<file path="src/hdl/assert_macros.svh">
// ---------------------------------------------------------------------------
// Assertion macros
// Shared concurrent assertion forms for the text console writer.
// ---------------------------------------------------------------------------
`ifndef ASSERT_MACROS_SVH
`define ASSERT_MACROS_SVH

// Checks a condition at every clock edge outside reset.
`define TCW_ASSERT(lbl, prop) \
    lbl: assert property (@(posedge i_clk) disable iff (!i_rst_n) (prop)) \
        else $error("tcw: assertion failed");

// Checks that a consequent holds whenever an antecedent holds, outside reset.
`define TCW_ASSERT_IMP(lbl, ante, cons) \
    lbl: assert property (@(posedge i_clk) disable iff (!i_rst_n) (ante) |-> (cons)) \
        else $error("tcw: assertion failed");

`endif

</file>
<file path="src/hdl/tcw_pkg.sv">
// ---------------------------------------------------------------------------
// Text console writer package
// Geometry, character codes, opcodes and the control structs shared by the
// controller and the datapath.
// ---------------------------------------------------------------------------
`default_nettype none

package tcw_pkg;

    localparam int COLUMNS   = 80;
    localparam int ROWS      = 25;
    localparam int TAB_WIDTH = 8;

    localparam int CELLS        = ROWS * COLUMNS;
    localparam int SCROLL_CELLS = (ROWS - 1) * COLUMNS;

    localparam int CELL_W = $clog2(CELLS);
    localparam int COL_W  = $clog2(COLUMNS);
    localparam int ROW_W  = $clog2(ROWS);
    localparam int TAB_W  = $clog2(TAB_WIDTH);
    localparam int CX_W   = $clog2(COLUMNS + TAB_WIDTH);

    localparam int OPCODE_W = 2;
    localparam int CHAR_W   = 8;
    localparam int ADDR_W   = 11;
    localparam int DATA_W   = 16;
    localparam int OFFS_W   = 11;

    localparam logic [DATA_W-1:0] BLANK_CELL = 16'h0F20;
    localparam logic [CHAR_W-1:0] TEXT_ATTR  = 8'h0F;

    localparam logic [CHAR_W-1:0] CH_BS    = 8'h08;
    localparam logic [CHAR_W-1:0] CH_TAB   = 8'h09;
    localparam logic [CHAR_W-1:0] CH_LF    = 8'h0A;
    localparam logic [CHAR_W-1:0] CH_CR    = 8'h0D;
    localparam logic [CHAR_W-1:0] CH_SPACE = 8'h20;

    typedef enum logic [OPCODE_W-1:0] {
        OP_PUT   = 2'd0,
        OP_CLEAR = 2'd1,
        OP_READ  = 2'd2
    } t_opcode;

    typedef struct packed {
        logic load_item;
        logic exec;
        logic sweep_step;
        logic sweep_blank;
        logic read_capture;
        logic out_load;
    } t_cmd;

    typedef struct packed {
        logic [OPCODE_W-1:0] opcode;
        logic                scroll;
        logic                sweep_last;
        logic                out_free;
    } t_status;

endpackage

`default_nettype wire

</file>
<file path="src/hdl/tcw_ctrl.sv">
// ---------------------------------------------------------------------------
// Text console writer controller
// Sequences reset clearing, item execution, store sweeps, reads and the
// hand-over of each result to the output register.
// ---------------------------------------------------------------------------
`default_nettype none

module tcw_ctrl
    import tcw_pkg::*;
(
    input  wire logic    i_clk,
    input  wire logic    i_rst_n,
    input  wire logic    i_valid,
    output logic         o_ready,
    input  wire t_status i_status,
    output t_cmd         o_cmd
);

    typedef enum logic [2:0] {
        S_INIT,
        S_INIT_END,
        S_IDLE,
        S_EXEC,
        S_SWEEP,
        S_FLUSH,
        S_RDATA,
        S_DONE
    } t_state;

    t_state r_state;
    logic   r_blank;

    always_ff @(posedge i_clk) begin
        if (!i_rst_n) begin
            r_state <= S_INIT;
            r_blank <= 1'b1;
        end else begin
            unique case (r_state)
                S_INIT: begin
                    if (i_status.sweep_last) begin
                        r_state <= S_INIT_END;
                    end
                end
                S_INIT_END: begin
                    r_state <= S_IDLE;
                end
                S_IDLE: begin
                    if (i_valid) begin
                        r_state <= S_EXEC;
                    end
                end
                S_EXEC: begin
                    if (i_status.opcode == OP_PUT && i_status.scroll) begin
                        r_blank <= 1'b0;
                        r_state <= S_SWEEP;
                    end else if (i_status.opcode == OP_CLEAR) begin
                        r_blank <= 1'b1;
                        r_state <= S_SWEEP;
                    end else if (i_status.opcode == OP_READ) begin
                        r_state <= S_RDATA;
                    end else begin
                        r_state <= S_DONE;
                    end
                end
                S_SWEEP: begin
                    if (i_status.sweep_last) begin
                        r_state <= S_FLUSH;
                    end
                end
                S_FLUSH: begin
                    r_state <= S_DONE;
                end
                S_RDATA: begin
                    r_state <= S_DONE;
                end
                S_DONE: begin
                    if (i_status.out_free) begin
                        r_state <= S_IDLE;
                    end
                end
                default: begin
                    r_state <= S_INIT;
                end
            endcase
        end
    end

    always_comb begin
        o_ready              = (r_state == S_IDLE);
        o_cmd.load_item      = (r_state == S_IDLE) && i_valid;
        o_cmd.exec           = (r_state == S_EXEC);
        o_cmd.sweep_step     = (r_state == S_INIT) || (r_state == S_SWEEP);
        o_cmd.sweep_blank    = r_blank;
        o_cmd.read_capture   = (r_state == S_RDATA);
        o_cmd.out_load       = (r_state == S_DONE) && i_status.out_free;
    end

endmodule

`default_nettype wire

</file>
<file path="config.mk">
export PLATFORM = sky130hd
export DESIGN_NAME = tcw_ctrl
export DESIGN_NICKNAME = d
export VERILOG_FILES = /design/src/hdl/assert_macros.svh /design/src/hdl/tcw_pkg.sv /design/src/hdl/tcw_ctrl.sv
export SDC_FILE = /design/constraint.sdc
export NUM_CORES = 1
export LEC_CHECK = 0
export BUFFER_PORTS_ARGS = -buffer_cell sky130_fd_sc_hd__buf_4
export CAP_MARGIN = 20
export CELL_PAD_IN_SITES_DETAIL_PLACEMENT = 2
export CELL_PAD_IN_SITES_GLOBAL_PLACEMENT = 2
export CORE_MARGIN = 3
export CORE_UTILIZATION = 19
export DETAILED_ROUTE_END_ITERATION = 10
export PLACE_DENSITY = 0.64
export RECOVER_POWER = 50
export SYNTH_ARGS = -nofsm -noshare
export SYNTH_HDL_FRONTEND = slang
export SYNTH_SLANG_ARGS = --single-unit
export TNS_END_PERCENT = 1
</file>
<file path="constraint.sdc">
create_clock -name i_clk -period 1 [get_ports i_clk]
set_input_delay 0 -clock i_clk [delete_from_list [all_inputs] [get_ports i_clk]]
set_output_delay 0 -clock i_clk [all_outputs]
set_load 0.02 [all_outputs]
</file>
# [After elaboration in Yosys (flattened, before gate mapping)]
# Cells that the tools add are included.
[totals] latchBits=0 in_bits=8 mem_count=0 output_inout_bits=7 elab_cells=35 regBits=4 mem_bits_rw=0 mem_bits_ro=0
[op_classes] mux=10 n_reduce_logical=10 magnitude_cmp=0 add_sub_neg=0 multipliers=0 bitwise=0 n_shift=0 n_eq_ne=13 div_mod_pow=0
[ops] cell="$pmux 3 s7" count=1
[ops] cell="$eq 3x3->1 const B" count=4
[ops] cell="$mux 3" count=4
[ops] cell="$ne 2x2->1 const B" count=4
[ops] cell="$eq 3x2->1 const B" count=2
[ops] cell="$mux 2" count=2
[ops] cell="$reduce_and 4->1" count=1
[ops] cell="$eq 3x1->1 const B" count=1
[ops] cell="$logic_and 1x1->1" count=3
[ops] cell="$logic_not 3->1" count=1
[ops] cell="$mux 1" count=3
[ops] cell="$eq 2x1->1 const B" count=1
[ops] cell="$eq 2x2->1 const B" count=1
[ops] cell="$logic_not 2->1" count=1
[ops] cell="$reduce_and 2->1" count=1
[ops] cell="$reduce_bool 2->1" count=1
[ops] cell="$reduce_or 2->1" count=1
[ops] cell="$logic_or 1x1->1" count=1

# [Logic depth before layout (Yosys ltp)]
[logic_depth] ltp_word=5 ltp_mapped=5 depth_no_buf=5

# [Worst setup path after synthesis]
# Ideal clock, no wire load.
[synth_path] path_kind="register -> output" startpoint="reg r_state[1]" endpoint="out o_cmd[5] (netlist bit)" n_path_buf=0 arrival_time_ns=1.113 stages_incl_launch_ff=4 path_slack_ns=-0.113 required_ns=1.000 cell_sequence="dfxtp_1 inv_2 nor3_2 and2_1"
[synth_rtl] item="start: declaration" line="tcw_ctrl.sv:30" rtl="t_state r_state;"
[synth_rtl] item="start signal: assignment" line="tcw_ctrl.sv:35" rtl="r_state <= S_INIT;"
[synth_rtl] item="start signal: assignment" line="tcw_ctrl.sv:41" rtl="r_state <= S_INIT_END;"
[synth_rtl] item="start signal: assignment" line="tcw_ctrl.sv:45" rtl="r_state <= S_IDLE;"
[synth_rtl] item="end: declaration" line="tcw_ctrl.sv:16" rtl="output t_cmd o_cmd"

==> results_tabular.tex <==
\begin{tabular}{lr}
\hline
Metric & Value \\
\hline
\multicolumn{2}{l}{\textbf{Run}} \\
Max-cap check violation count & 0 \\
\multicolumn{2}{l}{\textbf{Min path}} \\
Worst hold path endpoint & r\_state[1] \\
Launch point of the worst hold path & i\_status[2] \\
Hold WC Path Type & input pin to flop \\
Cells on Worst Hold Path & 4 \\
\multicolumn{2}{l}{\textbf{Timing}} \\
RSZ-0062 raised after global routing & true \\
Slew at the pin with the worst max-slew slack & 244 ps \\
Final setup violation count & 5 \\
Fmax & between 800 and 900 MHz \\
Worst setup margin & -153 ps \\
Min Hold Slack & around 94 ps \\
Slew headroom & 83.6\% \\
Hold Violations, Final & 0 \\
Post-Route Skew & 3.22 ps \\
Minimum clock period after layout & $\sim$1200 ps \\
Final period utilization & 115\% \\
Max-slew violation count & 0 \\
\multicolumn{2}{l}{\textbf{Critical path}} \\
Kind of launch point of the worst setup path & flop \\
Startpoint of the worst-slack reg-to-reg timing path & r\_state[1] \\
Reg-to-reg endpoint & r\_state[0] \\
Crit Path Category & flop to output port \\
Slowest stage cell, crit path & dfxtp\_4 \\
Critical path's most frequent cell & buf\_6 \\
Endpoint type of the worst setup path & output port \\
Critical path data arrival time & 1150 ps \\
Worst reg2reg path depth & 3 \\
Required time of the critical path & 1000 ps \\
Worst-path cell chain & buf\_6 -> nor3\_4 -> and2\_4 -> buf\_6 \\
Worst Path Max Fanout & 4 \\
Highest cell delay on the worst timing path & between 300 and 400 ps \\
Reg-to-reg slack, setup & 0 ps \\
\multicolumn{2}{l}{\textbf{Global route}} \\
Antenna violations before repair & 0 \\
Pin count of the biggest net entering global routing & 7 \\
Vias in the first global route & approximately 410 \\
GRT Overall Usage & 13.4\% \\
Remaining global-route overflow & 0 \\
Wire length of the first global-routing pass & between 1.5 and 2 mm \\
\multicolumn{2}{l}{\textbf{Status}} \\
Violated checks & setup timing \\
Result of the run & complete, but fails checks \\
\multicolumn{2}{l}{\textbf{Placement}} \\
Number of buffer cells added on primary ports & 14 \\
Cell count after placement & 66 \\
Placer congestion estimate & $\sim$0.70 \\
Half-perimeter wire length after placement & approximately 700 µm \\
\multicolumn{2}{l}{\textbf{Clock network}} \\
CTS Buf Count & 3 \\
H-tree levels & 1 \\
Max clock buf depth & 2 \\
Clock slew at reported path FFs & 40 ps \\
Clock tree from TritonCTS & built \\
Worst skew pair latency & about 240 ps \\
Sinks on the clock net & 4 \\
Cell at the root of the clock tree & clkbuf\_4 \\
\multicolumn{2}{l}{\textbf{Final layout}} \\
Area growth from synthesis to layout & 84.6\% \\
Final core area utilization & about two fifths \\
Layout Cells excl Fill & 73 \\
Most frequent cells in the layout & buf\_4, buf\_6, inv\_1, clkbuf\_4, dfxtp\_4 \\
Number of nets in the final layout & 70 \\
Ant diodes & 0 \\
Most common cell after layout, fill and taps aside & buf\_4 \\
Fraction of layout cells with a size suffix above 1 & approximately 66\% \\
\multicolumn{2}{l}{\textbf{Synth}} \\
Portion of the post-synthesis area used by sequential elements & between 20\% and 30\% \\
Post-synth net total & 45 \\
Distinct cell type count of the synthesized netlist & 21 \\
Instance count of the mapped netlist & 35 \\
Average cell area after synthesis & approximately 8.4 µm² \\
Synthesized cell area & $\sim$290 µm² \\
Warnings from Yosys & 0 \\
Synthesized flop and latch total & 4 \\
\multicolumn{2}{l}{\textbf{Floorplanning}} \\
Floorplan core area & 0.00137 mm² \\
Die boundary height & approximately 45 µm \\
Initial cell density of the core & between 20\% and 30\% \\
Placement row count & 13 \\
Overall die width & approximately 45 µm \\
DIE AREA & about 0.0020 mm² \\
Number of placed I/O pins & 15 \\
\multicolumn{2}{l}{\textbf{Detailed routing}} \\
First DRT Iteration DRCs & 2 \\
Drt wl/cell & about 15 µm \\
Count of antenna-violating nets left after detailed routing & 0 \\
Total number of vias & approximately 340 \\
Wirelength, routed & between 1 and 1.5 mm \\
Vias per Instance & between 4 and 5 \\
Total DRC errors in the routed layout & 0 \\
First-pass DRT Iterations & 3 \\
\multicolumn{2}{l}{\textbf{Power and ir drop}} \\
Peak ir drop on the vdd network & between 0.5 and 0.6 mV \\
Leakage power summed over all cells & between 0.0002 and 0.00025 µW \\
Power per cell area & 1150 mW/mm² \\
\hline
\end{tabular}
[critical path, delay by kind of cell, from the launching register on]
kind | cells | cell delay [ps]
DFF | 1 | 340
and+or+nand+nor | 2 | 340
buffers and inverters | 2 | 230
[cell type report]
cell class / instances / area [µm²]
timing repair buffer: 23 / 190
multi-input combinational: 24 / 203
tap: 15 / 18.8
clock buffer: 3 / 22.5
fill: 170 / 826
inverter: 4 / 15.0
sequential: 4 / 91.3
[flip-flops by register name, summed over array words and instances (netlist names)]
register	count
r_blank	1
r_state	3
[logic make-up (layout without fill, tap and decap cells)]
kind of cell | count (synthesis) | after routing | synth area share, %
compound gates | 8 | 8 | 19.7
fa+ha+maj | 2 | 2 | 8.55
buf+inv | 7 | 30 | 15.4
flops | 4 | 4 | 27.4
mux | 1 | 1 | 3.42
simple gates | 13 | 13 | 25.6
[metal layers]
layer  track usage [%]  wire length, µm
met5                 0                0
met1              14.3              441
met3              2.39               37
met2              22.9              541
met4              10.5               40
[Yosys cell counts]
library cell | count | area [µm²]
buf_6 | 2 | 22.5
dfxtp_1 | 4 | 80.1
nor2_1 | 3 | 11.3
o21ai_0 | 1 | 5.00
o41ai_2 | 1 | 16.3
nor3b_1 | 2 | 15.0
inv_2 | 1 | 3.75
a221oi_1 | 1 | 8.76
o21ai_1 | 1 | 5.00
a211oi_1 | 1 | 7.51
buf_4 | 1 | 7.51
and3b_2 | 1 | 10.0
ha_1 | 2 | 25.0
inv_1 | 3 | 11.3
nor3_1 | 1 | 5.00
nor3_2 | 1 | 10.0
and2_1 | 1 | 6.26
nand2b_1 | 1 | 6.26
a21oi_1 | 3 | 15.0
nand2_1 | 3 | 11.3
mux2i_1 | 1 | 10.0
[metrics by stage]
| step | worst slack (ps) | total power [µW] | cell area [µm²] | TNS (ps) |
|---|---|---|---|---|
| final | -153 | 624 | 541 | -486 |
| after global routing | -203 | 670 | 541 | -851 |
| after CTS | -149 | 619 | 517 | -623 |
| after detailed placement | -101 | 370 | 433 | -104 |
| after global placement | -1.74 | 363 | 433 | -2.17 |
| after floorplan | -27.8 | 291 | 302 | -53.0 |
[power by group]
group | switching [µW] | internal, µW
combinational | 103 | 114
clock | 80.1 | 135
sequential | 18.8 | 173
total | 202 | 422
[worst max-delay path by stage]
| stage | startpoint | cells past startpoint | endpoint | slack, ps |
|---|---|---|---|---|
| floorplan | r_state[1] | 3 | o_cmd[5] | -30 |
| global placement | r_state[2] | 3 | r_blank | -2 |
| detailed placement | r_state[1] | 3 | r_state[0] | -100 |
| CTS | r_state[2] | 4 | o_cmd[5] | -150 |
| global route | r_state[1] | 4 | o_cmd[5] | -200 |
| finish | r_state[2] | 4 | o_cmd[5] | -150 |
[repair_timing]
action / 4_1_cts / 5_1_grt
resized for setup: 11 / 7
hold buffers: 1 / 0
pin swaps: 3 / 3
setup endpoints to repair: 7 / 9
setup buffers: 3 / 0
hold endpoints to repair: 1 / 0
No activity file was read; power rests on OpenSTA's default activity.
